===== config.mk =====
export PLATFORM = sky130hd
export DESIGN_NAME = byte_unstuffing_frame_decoder
export DESIGN_NICKNAME = d
export VERILOG_FILES = /design/src/design/bufd_pkg.sv /design/src/design/byte_unstuffing_frame_decoder.sv
export SDC_FILE = /design/constraint.sdc
export NUM_CORES = 1
export LEC_CHECK = 0
export BUFFER_PORTS_ARGS = -buffer_cell sky130_fd_sc_hd__buf_2
export CAP_MARGIN = 10
export CORE_ASPECT_RATIO = 0.5
export CORE_UTILIZATION = 24
export CTS_CLUSTER_SIZE = 8
export DETAILED_ROUTE_END_ITERATION = 6
export PLACE_DENSITY_LB_ADDON = 0.15
export SYNTH_ARGS = -nofsm -noshare
export SYNTH_HDL_FRONTEND = slang
export SYNTH_SLANG_ARGS = --single-unit

===== constraint.sdc =====
create_clock -name clk -period 3.9 [get_ports clk]
set_input_delay 0.195 -clock clk [delete_from_list [all_inputs] [get_ports clk]]
set_output_delay 0.195 -clock clk [all_outputs]
set_load 0.03 [all_outputs]

===== src/design/bufd_pkg.sv =====
// ----------------------------------------------------------------------------
// bufd_pkg
// Shared types and codes for the byte unstuffing frame decoder: item
// structs, status and opcode values, register indexes and reset values.
// ----------------------------------------------------------------------------
package bufd_pkg;

	// default capacity limit of the payload store
	localparam int PAYLOAD_MAX_DEF = 256;

	// register reset values
	localparam logic [7:0] SOF_RST = 8'd161;
	localparam logic [7:0] EOF_RST = 8'd162;
	localparam logic [7:0] ESC_RST = 8'd163;
	localparam logic [8:0] MAX_RST = 9'd256;

	// configuration register indexes
	localparam logic [1:0] REG_SOF = 2'd0;
	localparam logic [1:0] REG_EOF = 2'd1;
	localparam logic [1:0] REG_ESC = 2'd2;
	localparam logic [1:0] REG_MAX = 2'd3;

	// input opcodes
	localparam logic OP_BYTE    = 1'b0;
	localparam logic OP_RESTART = 1'b1;

	// result status codes
	localparam logic [1:0] ST_OK     = 2'd0;
	localparam logic [1:0] ST_FULL   = 2'd1;
	localparam logic [1:0] ST_CLOSED = 2'd2;

	typedef struct packed {
		logic       op;
		logic [7:0] byte_in;
	} in_item_t;

	typedef struct packed {
		logic [1:0] status;
		logic       data_valid;
		logic [7:0] data_out;
		logic [7:0] data_index;
		logic       frame_error;
		logic       frame_done;
		logic [8:0] payload_length;
	} out_item_t;

endpackage


===== src/design/byte_unstuffing_frame_decoder.sv =====
// ----------------------------------------------------------------------------
// byte_unstuffing_frame_decoder
// Hunts for the start byte, unstuffs escaped bytes up to the end byte and
// reports each payload byte with its index, plus error and done flags.
// ----------------------------------------------------------------------------

// The decoder takes one item (a stuffed byte or a restart) per clock while
// in_ready is high and gives exactly one result item for it. Frame state
// is a payload counter and three flags updated in the cycle an item is
// accepted, so the next item can follow at once; results go into a two-entry
// output buffer (result register plus skid register), so in_ready depends
// only on registered state and input keeps flowing into the skid register
// after the output side stalls. Sustained rate is one item per cycle while
// out_ready is high. Configuration writes are always accepted (cfg_ready is
// tied high) and are meant to happen only while the decoder is idle.
module byte_unstuffing_frame_decoder #(
	parameter int PAYLOAD_MAX = bufd_pkg::PAYLOAD_MAX_DEF
) (
	input  logic                clk,
	input  logic                arst_n,
	input  logic                in_valid,
	output logic                in_ready,
	input  bufd_pkg::in_item_t  in_data,
	output logic                out_valid,
	input  logic                out_ready,
	output bufd_pkg::out_item_t out_data,
	input  logic                cfg_valid,
	output logic                cfg_ready,
	input  logic [1:0]          cfg_index,
	input  logic [8:0]          cfg_data
);
	import bufd_pkg::*;

	// the 9-bit capacity register bounds the count as well as the parameter
	localparam int CAP_LIM = (PAYLOAD_MAX < 511) ? PAYLOAD_MAX : 511;
	localparam int CNT_W   = $clog2(CAP_LIM + 1);

	logic [7:0]       sof_q, eof_q, esc_q;
	logic [8:0]       max_q;
	logic [CNT_W-1:0] count_q, count_nxt;
	logic             escaped_q, escaped_nxt;
	logic             hunting_q, hunting_nxt;
	logic             open_q, open_nxt;
	out_item_t        res;
	out_item_t        main_q, skid_q;
	logic             main_vld_q, skid_vld_q;
	logic             accept;
	logic [8:0]       cnt9, cap9;
	logic             full;
	logic [7:0]       inv;

	assign accept    = in_valid && in_ready;
	assign in_ready  = !skid_vld_q;
	assign cfg_ready = 1'b1;
	assign out_valid = main_vld_q;
	assign out_data  = main_q;

	// configuration registers
	always_ff @(posedge clk or negedge arst_n) begin
		if (!arst_n) begin
			sof_q <= SOF_RST;
			eof_q <= EOF_RST;
			esc_q <= ESC_RST;
			max_q <= MAX_RST;
		end else if (cfg_valid) begin
			unique case (cfg_index)
				REG_SOF: sof_q <= cfg_data[7:0];
				REG_EOF: eof_q <= cfg_data[7:0];
				REG_ESC: esc_q <= cfg_data[7:0];
				REG_MAX: max_q <= cfg_data;
				default: ;
			endcase
		end
	end

	// capacity in use and full check
	assign cnt9 = 9'(count_q);
	assign cap9 = (max_q > 9'(CAP_LIM)) ? 9'(CAP_LIM) : max_q;
	assign full = cnt9 >= cap9;
	assign inv  = ~in_data.byte_in;

	// frame decode for one item
	always_comb begin
		count_nxt   = count_q;
		escaped_nxt = escaped_q;
		hunting_nxt = hunting_q;
		open_nxt    = open_q;
		res         = '0;
		if (in_data.op == OP_RESTART) begin
			count_nxt   = '0;
			escaped_nxt = 1'b0;
			hunting_nxt = 1'b1;
			open_nxt    = 1'b1;
		end else if (!open_q) begin
			res.status = ST_CLOSED;
		end else if (hunting_q) begin
			count_nxt   = '0;
			escaped_nxt = 1'b0;
			if (in_data.byte_in == sof_q) begin
				hunting_nxt = 1'b0;
			end else begin
				res.frame_error = 1'b1;
			end
		end else if (in_data.byte_in == sof_q) begin
			// start inside a frame: begin a new one
			count_nxt       = '0;
			escaped_nxt     = 1'b0;
			res.frame_error = 1'b1;
		end else if (in_data.byte_in == eof_q) begin
			if (count_q == '0 || escaped_q) begin
				count_nxt       = '0;
				escaped_nxt     = 1'b0;
				hunting_nxt     = 1'b1;
				res.frame_error = 1'b1;
			end else begin
				open_nxt = 1'b0;
			end
		end else if (in_data.byte_in == esc_q) begin
			if (escaped_q) begin
				count_nxt       = '0;
				escaped_nxt     = 1'b0;
				hunting_nxt     = 1'b1;
				res.frame_error = 1'b1;
			end else if (full) begin
				res.status = ST_FULL;
			end else begin
				escaped_nxt = 1'b1;
			end
		end else if (full) begin
			res.status = ST_FULL;
		end else if (!escaped_q) begin
			res.data_valid = 1'b1;
			res.data_out   = in_data.byte_in;
			res.data_index = cnt9[7:0];
			count_nxt      = count_q + 1'b1;
		end else if (inv == sof_q || inv == eof_q || inv == esc_q) begin
			res.data_valid = 1'b1;
			res.data_out   = inv;
			res.data_index = cnt9[7:0];
			escaped_nxt    = 1'b0;
			count_nxt      = count_q + 1'b1;
		end else begin
			// escaped value that is not a marker
			count_nxt       = '0;
			escaped_nxt     = 1'b0;
			hunting_nxt     = 1'b1;
			res.frame_error = 1'b1;
		end
		res.frame_done     = !open_nxt;
		res.payload_length = 9'(count_nxt);
	end

	// frame state
	always_ff @(posedge clk or negedge arst_n) begin
		if (!arst_n) begin
			count_q   <= '0;
			escaped_q <= 1'b0;
			hunting_q <= 1'b1;
			open_q    <= 1'b1;
		end else if (accept) begin
			count_q   <= count_nxt;
			escaped_q <= escaped_nxt;
			hunting_q <= hunting_nxt;
			open_q    <= open_nxt;
		end
	end

	// output buffer valid flags
	always_ff @(posedge clk or negedge arst_n) begin
		if (!arst_n) begin
			main_vld_q <= 1'b0;
			skid_vld_q <= 1'b0;
		end else if (out_ready || !main_vld_q) begin
			main_vld_q <= skid_vld_q || accept;
			skid_vld_q <= 1'b0;
		end else if (accept) begin
			skid_vld_q <= 1'b1;
		end
	end

	// output buffer payload
	always_ff @(posedge clk) begin
		if (out_ready || !main_vld_q) begin
			if (skid_vld_q) begin
				main_q <= skid_q;
			end else if (accept) begin
				main_q <= res;
			end
		end else if (accept) begin
			skid_q <= res;
		end
	end

	// checks
	a_skid_needs_main: assert property (@(posedge clk) disable iff (!arst_n)
		skid_vld_q |-> main_vld_q)
		else $error("skid entry held with empty result register");

	a_count_in_range: assert property (@(posedge clk) disable iff (!arst_n)
		cnt9 <= 9'(CAP_LIM))
		else $error("payload count beyond capacity limit");

	a_done_has_payload: assert property (@(posedge clk) disable iff (!arst_n)
		out_valid && out_data.frame_done |-> out_data.payload_length != 9'd0)
		else $error("closed frame with empty payload");

	a_data_clean: assert property (@(posedge clk) disable iff (!arst_n)
		out_valid && out_data.data_valid |->
			out_data.status == ST_OK && !out_data.frame_error)
		else $error("payload byte emitted with error or stall status");

endmodule

==> impl_metrics.tcl, run 1 <==
set metrics [dict create \
    power.leakage_nw 2.47 \
    slowest_stage "a2111oi_0" \
    dp_hpwl_um 10700 \
    cts_max_path_buffers 2 \
    cp_slowest_stage_delay_ns 0.55 \
    clockPowerShare_pct 32.2 \
    postSynthCellCount 461 \
    routed_wl_um 14500 \
    skew_ns 0.00760 \
    max_cap_viol_count 0 \
    critical_path_required_ns 4.12 \
    die_y_um 109 \
    yosysWarningCount 0 \
    cts_setup_buffers 0 \
    yosysTopAreaCell "edfxtp_1" \
    numCtsBuffers 9 \
    tns_ns 0 \
    cts.htree.levels 3 \
    min_period_over_period_pct 91.2 \
    grt_pass1_wl_um 22600 \
    netlist_area_mm2 0.00545 \
    start_util_pct 24.8 \
    critPathKind "reg2reg" \
    worstPathArrival_ns 3.78 \
    drtPass1Iterations 4 \
    netSwitchingPower_mw 0.839 \
    clk_pin_slew_ns 0.08 \
    antenna_left 0 \
    drive_gt1_share_pct 29.1 \
    outcome "completed" \
    syn2layout_area_growth_pct 17.1 \
    finalNetCount 553 \
    synth_top_area_share_pct 33.0 \
    p_sw_share_pct 29.1 \
    maxSlewViolCount 0 \
    async_flop_share_pct 43.9 \
    ys_top_cells_by_area "edfxtp_1 (33%), dfrtp_1 (16%), mux2_2 (9.3%)" \
    p_comb_share_pct 18.9 \
    wl_per_cell_um 17.7 \
    yosysSeqAreaShare_pct 54.9 \
    critical_path.max_fanout 12 \
    die_area_mm2 0.0234 \
    syn_avg_cell_area_um2 11.8 \
    cts.repair.resized 0 \
    clkSinkCount 107 \
    overflow 0 \
    synth_fp_nets 497 \
    worst_pin_slew_ns 0.842 \
    internal-power_mw 2.05 \
    seq_power_share_pct 48.9 \
    end_kind "flop" \
    instances_no_fill 822 \
    grt_pass1_vias 3688 \
    hold_violations 0 \
    cts_tree "yes" \
    nFillCells 2309 \
    vias 3823 \
    rsz0062_at_grt "no" \
    io_pins 58 \
    antenna_found_initial 1 \
    crit_chain "clkinv_1, nand2_1, ha_1, a21o_1, a2111oi_0, a21oi_1, o311a_1, o32ai_1, mux2_2" \
    ys.flop_type "edfxtp_1" \
    portBuffers 56 \
    slew_headroom_pct 43.8 \
    drc_errors 0 \
    setup_viol 0 \
    fin_crit_ns 3.56 \
    yosys.cell_types.count 65 \
    n_antenna_cell 0 \
    max_freq_mhz 281 \
    start_kind "flop" \
    synth_edf_count 60 \
    design.core.area_mm2 0.0220 \
    ir_worst_vdd_uv 208 \
    ys_seq_elements 107 \
    cts_root_buf "clkbuf_16" \
    min_path_type "in2reg" \
    place_congestion 0.819 \
    num_rows 38 \
    drt_iter0_drc 234 \
    viasPerCell 4.65 \
    power_density_mw_per_mm2 452 \
    grt_usage_pct 12.8 \
    grt_max_degree 36 \
    placed_cells 805 \
    worstSkewPairLatency_ns 0.35 \
    die_x_um 215 \
]
-- worst max-delay path, delay by kind of cell, from the launching register on --
family,cells,cell delay [ns]
AOI/OAI and AO/OA,5,2.09
and+or+nand+nor,1,0.12
muxes,1,0.25
buffers and inverters,1,0.19
adders and majority gates,1,0.24
DFF,1,0.54
-- per-stage QoR --
step / setup slack [ns] / area (um2) / util [%] / power [mW] / hold WS [ns]
after detailed placement: 0.389 / 6080 / 27.7 / 1.99 / 0.171
after CTS: 0.316 / 6390 / 29.1 / 2.94 / 0.0973
after global placement: 0.384 / 6080 / 27.7 / 1.98 / 0.157
final: 0.344 / 6390 / 29.1 / 2.89 / 0.104
after floorplan: 0.868 / 5450 / - / 1.81 / -0.101
after global routing: 0.0947 / 6390 / 29.1 / 3.04 / 0.116
-- layer usage --
metal  up-vias  global-route usage, %  wire [um]
met2        72                   19.1       6250
met1      1905                   18.6       7590
met4         2                   3.14        127
li1       1835                      -          -
met3         9                   2.70        544
met5         -                      0         14
-- cells by family after synthesis --
group / share of synthesized area [%]
simple gates: 12.7
buf+inv: 2.71
xor+xnor: 5.14
flops: 54.9
compound gates: 12.4
other cells: 0.0688
mux: 9.57
fa+ha+maj: 2.52
-- state kept, by name, summed over array words and instances, names as in the netlist, 8 cells and up --
register	cells
out_data	30
skid_q	30
cnt9	9
max_q	9
eof_q	8
esc_q	8
sof_q	8
-- area by class of cell --
type | count | area [um2] | area share, %
sequential | 107 | 2990 | 46.9
multi-input combinational | 321 | 2310 | 36.2
tap | 300 | 375 | 5.88
timing repair buffer | 67 | 365 | 5.72
clock buffer | 10 | 229 | 3.59
clock inverter | 6 | 65.1 | 1.02
inverter | 11 | 43.8 | 0.686
-- cell usage in the layout, fill, tap and decap left out, types with 9 or more instances in the layout --
| master | netlist | routed |
|---|---|---|
| buf_2 | 1 | 56 |
| buf_4 | 1 | 10 |
| clkbuf_16 | 0 | 9 |
| dfrtp_1 | 34 | 34 |
| dfstp_2 | 13 | 13 |
| edfxtp_1 | 60 | 60 |
| ha_1 | 11 | 11 |
| mux2_2 | 45 | 45 |
| nand2_1 | 46 | 46 |
| nand3_1 | 10 | 10 |
| nor2_1 | 25 | 24 |
| o21ai_0 | 22 | 22 |
| o31ai_1 | 16 | 16 |
| xor2_1 | 24 | 24 |
-- synth_stat cells (10+ instances only) --
library cell and instances:
o21ai_0 22, edfxtp_1 60, dfrtp_1 34, xor2_1 24, clkbuf_1 16, dfstp_2 13
ha_1 11, mux2_2 45, o31ai_1 16, nand2_1 46, nor2_1 25, nand3_1 10
-- what timing repair did --
| action | CTS | global route |
|---|---|---|
| hold buffers | 1 | 0 |
| endpoints found under the setup margin | 0 | 0 |
| endpoints found under the hold margin | 10 | 0 |
-- worst paths after layout --
| path | startpoint | slack, ns | to | cells past startpoint |
|---|---|---|---|---|
| setup / recovery | max_q[8]$_DFFE_PN1P_ | 0.34 | out_data[1]$_DFFE_PP_ | 9 |
| hold / removal | in_valid | 0.10 | out_valid$_DFFE_PN0N_ | 3 |
| setup reg to reg | max_q[8]$_DFFE_PN1P_ | 0.34 | out_data[1]$_DFFE_PP_ | 9 |
| hold reg to reg | open_q$_DFFE_PN1P_ | 0.51 | open_q$_DFFE_PN1P_ | 2 |
| max in group asynchronous | arst_n | 2.74 | esc_q[0]$_DFFE_PN1P_ | 3 |
| min in group asynchronous | arst_n | 0.32 | cnt9[7]$_DFFE_PN0P_ | 2 |
-- power by group through the flow --
stage	Combinational, mW	Sequential (mW)	Clock, mW
finish	0.545	1.41	0.929
global route	0.605	1.43	1.00
CTS	0.555	1.41	0.965
detailed placement	0.553	1.44	0
global placement	0.546	1.44	0
floorplan	0.334	1.48	0
No activity file was read; power rests on OpenSTA's default activity.
==> run 2, diff against run 1 <==
--- a/config.mk
+++ b/config.mk
@@ -6,5 +6,4 @@
 export NUM_CORES = 1
 export LEC_CHECK = 0
-export BUFFER_PORTS_ARGS = -buffer_cell sky130_fd_sc_hd__buf_2
 export CAP_MARGIN = 10
 export CORE_ASPECT_RATIO = 0.5
@@ -12,4 +11,5 @@
 export CTS_CLUSTER_SIZE = 8
 export DETAILED_ROUTE_END_ITERATION = 6
+export DONT_BUFFER_PORTS = 1
 export PLACE_DENSITY_LB_ADDON = 0.15
 export SYNTH_ARGS = -nofsm -noshare
==> constraint.sdc (replaced) <==
create_clock -name clk -period 3.9 [get_ports clk]
set_input_delay 0.195 -clock clk [delete_from_list [all_inputs] [get_ports clk]]
set_output_delay 0.195 -clock clk [all_outputs]
set_load 0.1 [all_outputs]
==> run 2 against run 1 <==
Power rose by 5.5%. First-iteration DRC count grew 5.6%. Fmax up 1.4%. Non-clock buffer count fell by 46. Count of clock-buffer cells in the layout up 1. Clock skew is 0.00084 ns higher. Critical path depth increased by 1. Sequential share of layout area up 1.0 points. Clock power rose by 2.5%. Critical endpoint is now out_data[5]$_DFFE_PP_. Highest routed layer is now met4.
==> impl_metrics.tcl, run 2 (same netlist as run 1, synthesis figures left out) <==
set metrics [dict create \
    min_path_type "in2reg" \
    numCtsBuffers 9 \
    finalNetCount 507 \
    drc_errors 0 \
    drt_iter0_drc 247 \
    rsz0062_at_grt "no" \
    dp_hpwl_um 10600 \
    routed_wl_um 14400 \
    slew_headroom_pct 25.5 \
    io_pins 58 \
    drive_gt1_share_pct 20.2 \
    end_kind "flop" \
    die_x_um 215 \
    worst_pin_slew_ns 1.12 \
    syn2layout_area_growth_pct 14.6 \
    mostFrequentLayoutCell "edfxtp_1" \
    n_antenna_cell 0 \
    cts_tree "yes" \
    max_cap_viol_count 0 \
    clkSinkCount 107 \
    antenna_left 0 \
    design.core.area_mm2 0.0220 \
    start_util_pct 24.8 \
    critical_path_required_ns 4.00 \
    fin_area_mm2 0.00625 \
    grt_pass1_vias 3668 \
    power_density_mw_per_mm2 487 \
    viasPerCell 4.62 \
    grt_pass1_wl_um 22700 \
    worstPathArrival_ns 3.60 \
    die_y_um 109 \
    place_congestion 0.837 \
    antenna_found_initial 0 \
    critical_path.max_fanout 10 \
    skew_ns 0.00844 \
    grt_usage_pct 12.9 \
    postPlaceCellArea_mm2 0.00581 \
    p_total_mw 3.04 \
    critPathKind "reg2reg" \
    portBuffers 0 \
    clk_pin_slew_ns 0.08 \
    cts_max_path_buffers 2 \
    tns_ns 0 \
    hold_violations 0 \
    power.leakage_nw 2.30 \
    fin_hold_ws_ns 0.0733 \
    worstSkewPairLatency_ns 0.34 \
    utilization_pct 28.4 \
    grt_max_degree 48 \
    mostFrequentLayoutCells "edfxtp_1 (60), nand2_1 (46), mux2_2 (45), dfrtp_1 (34)" \
    fin_crit_ns 3.51 \
    setup_viol 0 \
    vias 3582 \
    min_period_over_period_pct 89.9 \
    min_from "in_valid" \
    max_freq_mhz 285 \
    cts.htree.levels 3 \
    ir_worst_vdd_uv 203 \
    regToRegStartpoint "max_q[8]$_DFFE_PN1P_" \
    maxSlewViolCount 0 \
    critical_path.startpoint "max_q[8]$_DFFE_PN1P_" \
    start_kind "flop" \
    drtPass1Iterations 4 \
    die_area_mm2 0.0234 \
    outcome "completed" \
    overflow 0 \
    wl_per_cell_um 18.6 \
    num_rows 38 \
    cts_root_buf "clkbuf_16" \
]
[run 2: final timing paths]
check / to / slack [ns] / cells past startpoint
worst min register to register: open_q$_DFFE_PN1P_ / 0.51 / 2
max in group asynchronous: eof_q[5]$_DFFE_PN1P_ / 3.23 / 2
worst max register to register: out_data[5]$_DFFE_PP_ / 0.39 / 10
worst max-delay path: out_data[5]$_DFFE_PP_ / 0.39 / 10
min in group asynchronous: cnt9[5]$_DFFE_PN0P_ / 0.35 / 2
worst min-delay path: open_q$_DFFE_PN1P_ / 0.07 / 2
[run 2: routing by layer]
metal / track usage [%] / wire (um) / up-vias
met1: 18.4 / 7410 / 1761
met2: 19.8 / 6290 / 74
li1: - / - / 1741
met4: 2.68 / 90 / 0
met5: 0 / 0 / -
met3: 2.87 / 613 / 6
[run 2: power breakdown]
group / switching (mW) / internal [mW]
registers: 0.287 / 1.35
logic: 0.272 / 0.186
clock network: 0.432 / 0.521
total: 0.990 / 2.05
[run 2: per-stage QoR]
step | std cells | setup slack (ns)
2_1_floorplan | 461 | 0.868
3_3_place_gp | 748 | 0.467
3_5_place_dp | 748 | 0.473
4_1_cts | 776 | 0.419
5_1_grt | 776 | 0.137
6_report | 776 | 0.394
[run 2: cell type report]
class	instances	area [um2]
Clock buffer	11	243
Clock inverter	5	60.1
Inverter	11	43.8
Multi-Input combinational cell	321	2310
Tap cell	300	375
Sequential cell	107	2990
Fill cell	2273	15700
Timing Repair Buffer	21	218
[run 2: timing repair]
action,in CTS,in global routing
hold buffers,12,0
hold endpoints to repair,82,0
resized for setup,0,0
buffers inserted,0,0
[run 2: critical path: stages (launching register included)]
cell and delay [ns]:
dfstp_2 0.54, clkinv_1 0.17, nand2_1 0.11, ha_1 0.24, a21o_1 0.18, a2111oi_0 0.56, a21o_1 0.41, nand2_1 0.19
a221oi_1 0.38, o21ai_0 0.18, mux2_2 0.29
==> run 3, diff against run 2 <==
- ABC_AREA: not set -> 1
==> run 3 against run 2 <==
Count of clock-buffer cells in the layout is 1 lower. Clock power is 1% lower. Critical path type unchanged. Setup slack better by 0.49 ns.
==> impl_metrics.tcl, run 3 <==
set metrics [dict create \
    outcome "completed" \
    tns_ns 0 \
    vias 4186 \
    postSynthCellCount 684 \
    num_rows 39 \
    grt_usage_pct 13.0 \
    cts.htree.levels 3 \
    worst_pin_slew_ns 0.941 \
    ys.flop_type "edfxtp_1" \
    async_flop_share_pct 43.9 \
    syn_avg_cell_area_um2 8.41 \
    synth_most_common_cell "nand2_1" \
    place_congestion 0.807 \
    critical_path.startpoint "max_q[8]$_DFFE_PN1P_" \
    power.leakage_nw 2.88 \
    min_path_type "in2reg" \
    power_density_mw_per_mm2 493 \
    cts.repair.resized 0 \
    drc_errors 0 \
    postPlaceCellArea_mm2 0.00610 \
    wl_per_cell_um 15.2 \
    dp_slack_ns 0.861 \
    yosysWarningCount 0 \
    fin_area_mm2 0.00646 \
    die_x_um 221 \
    slew_headroom_pct 37.4 \
    critPathKind "reg2reg" \
    worstSkewPairLatency_ns 0.36 \
    yosys.cell_types.count 43 \
    syn2layout_area_growth_pct 12.3 \
    viasPerCell 4.18 \
    fin_ws_ns 0.888 \
    synth_top_area_share_pct 31.3 \
    mostFrequentLayoutCell "nand2_1" \
    ys_top_cells_by_count "nand2_1 (267), inv_1 (66), edfxtp_1 (60)" \
    cts_max_path_buffers 2 \
    cts_root_buf "clkbuf_16" \
    design.core.area_mm2 0.0232 \
    fin_hold_ws_ns 0.0384 \
    ys_top_cells_by_area "edfxtp_1 (31%), nand2_1 (17%), dfrtp_1 (15%)" \
    critical_path_required_ns 4.02 \
    antenna_found_initial 0 \
    start_kind "flop" \
    maxSlewViolCount 0 \
    routed_wl_um 15200 \
    yosysSeqAreaShare_pct 52.0 \
    overflow 0 \
    skew_ns 0.00680 \
    max_freq_mhz 332 \
    worstPathArrival_ns 3.13 \
    drtPass1Iterations 4 \
    synth_edf_count 60 \
    netlist_area_mm2 0.00575 \
    fin_crit_ns 3.01 \
    clk_pin_slew_ns 0.07 \
    numCtsBuffers 9 \
    finalNetCount 726 \
    critical_path.max_fanout 13 \
    end_kind "flop" \
    cts_tree "yes" \
    portBuffers 0 \
    clkSinkCount 107 \
    ir_worst_vdd_uv 226 \
    die_y_um 111 \
    min_period_over_period_pct 77.2 \
    hold_violations 0 \
    regToRegStartpoint "max_q[8]$_DFFE_PN1P_" \
    start_util_pct 24.8 \
    utilization_pct 27.9 \
    yosysTopAreaCell "edfxtp_1" \
    r2r_slack_ns 0.89 \
    max_cap_viol_count 0 \
    drt_iter0_drc 240 \
    min_from "cfg_data[5]" \
    n_antenna_cell 0 \
    mostFrequentLayoutCells "nand2_1 (267), inv_1 (66), edfxtp_1 (60), nor2_1 (43), o21ai_0 (37)" \
    die_area_mm2 0.0246 \
    dp_hpwl_um 11000 \
    grt_pass1_wl_um 24300 \
    grt_pass1_vias 4032 \
    cts_setup_buffers 0 \
    rsz0062_at_grt "no" \
    antenna_left 0 \
    ys_seq_elements 107 \
    io_pins 58 \
    synth_fp_nets 720 \
    setup_viol 0 \
    grt_max_degree 48 \
    drive_gt1_share_pct 12.2 \
]
## run 3: layout make-up
type                    instances  area (um2)
well taps                     307         384
flip-flops and latches        107        2990
multi-input cells             482        2380
fillers                      2504       16700
repair buffers                 10         105
clock buffers                  10         229
inverters                      80         308
clock inverters                 6        63.8
## run 3: cells by family after synthesis
family	after synthesis	share of synthesized area, %
xor gates and xnor gates	12	1.83
other	1	0.0652
adders and majority gates	11	2.39
and+or+nand+nor	380	29.6
AOI/OAI and AO/OA	78	7.31
DFF	107	52.0
buffers and inverters	95	6.74
## run 3: report_power, final
part	total (mW)	leakage, nW	switching [mW]	internal [mW]
sequential	1.64	1.15	0.298	1.34
clock	0.938	0.141	0.437	0.500
combinational	0.609	1.59	0.423	0.186
## run 3: worst paths after layout
check,endpoint,depth (start not counted)
hold / removal,esc_q[5]$_DFFE_PN1P_,2
hold reg to reg,esc_q[1]$_DFFE_PN1P_,2
min in group asynchronous,cnt9[8]$_DFFE_PN0P_,2
setup reg to reg,out_data[5]$_DFFE_PP_,17
max in group asynchronous,max_q[8]$_DFFE_PN1P_,2
setup / recovery,out_data[5]$_DFFE_PP_,17
## run 3: worst max-delay path: stages (launching register included)
cell and delay [ns]:
dfstp_2 0.53, clkinv_1 0.18, a31oi_1 0.20, inv_1 0.07, nand2_1 0.06, ha_1 0.24
nand2_1 0.07, inv_1 0.04, o21ai_1 0.11, nand3_1 0.14, a21oi_4 0.42, nand2_2 0.19
nand2_1 0.10, nand2_1 0.05, o21ai_1 0.16, o21ai_1 0.11, nand2_1 0.07, nand2_1 0.05
## run 3: timing repair
| item | CTS | global route |
|---|---|---|
| setup endpoints to repair | 0 | 0 |
| hold endpoints to repair | 50 | 0 |
| hold buffers | 5 | 0 |
## run 3: metrics by stage
stage / power, mW / std cells
final: 3.19 / 1002
after global routing: 3.36 / 1002
after CTS: 3.23 / 1002
after detailed placement: 2.27 / 981
after global placement: 2.26 / 981
after floorplan: 2.12 / 684
## run 3: layer usage
metal	vias up	track usage [%]	routed length, um
met5	-	0	0
met4	0	3.78	175
met3	10	3.17	589
met2	65	19.6	6650
met1	1910	18.3	7820
li1	2201	-	-
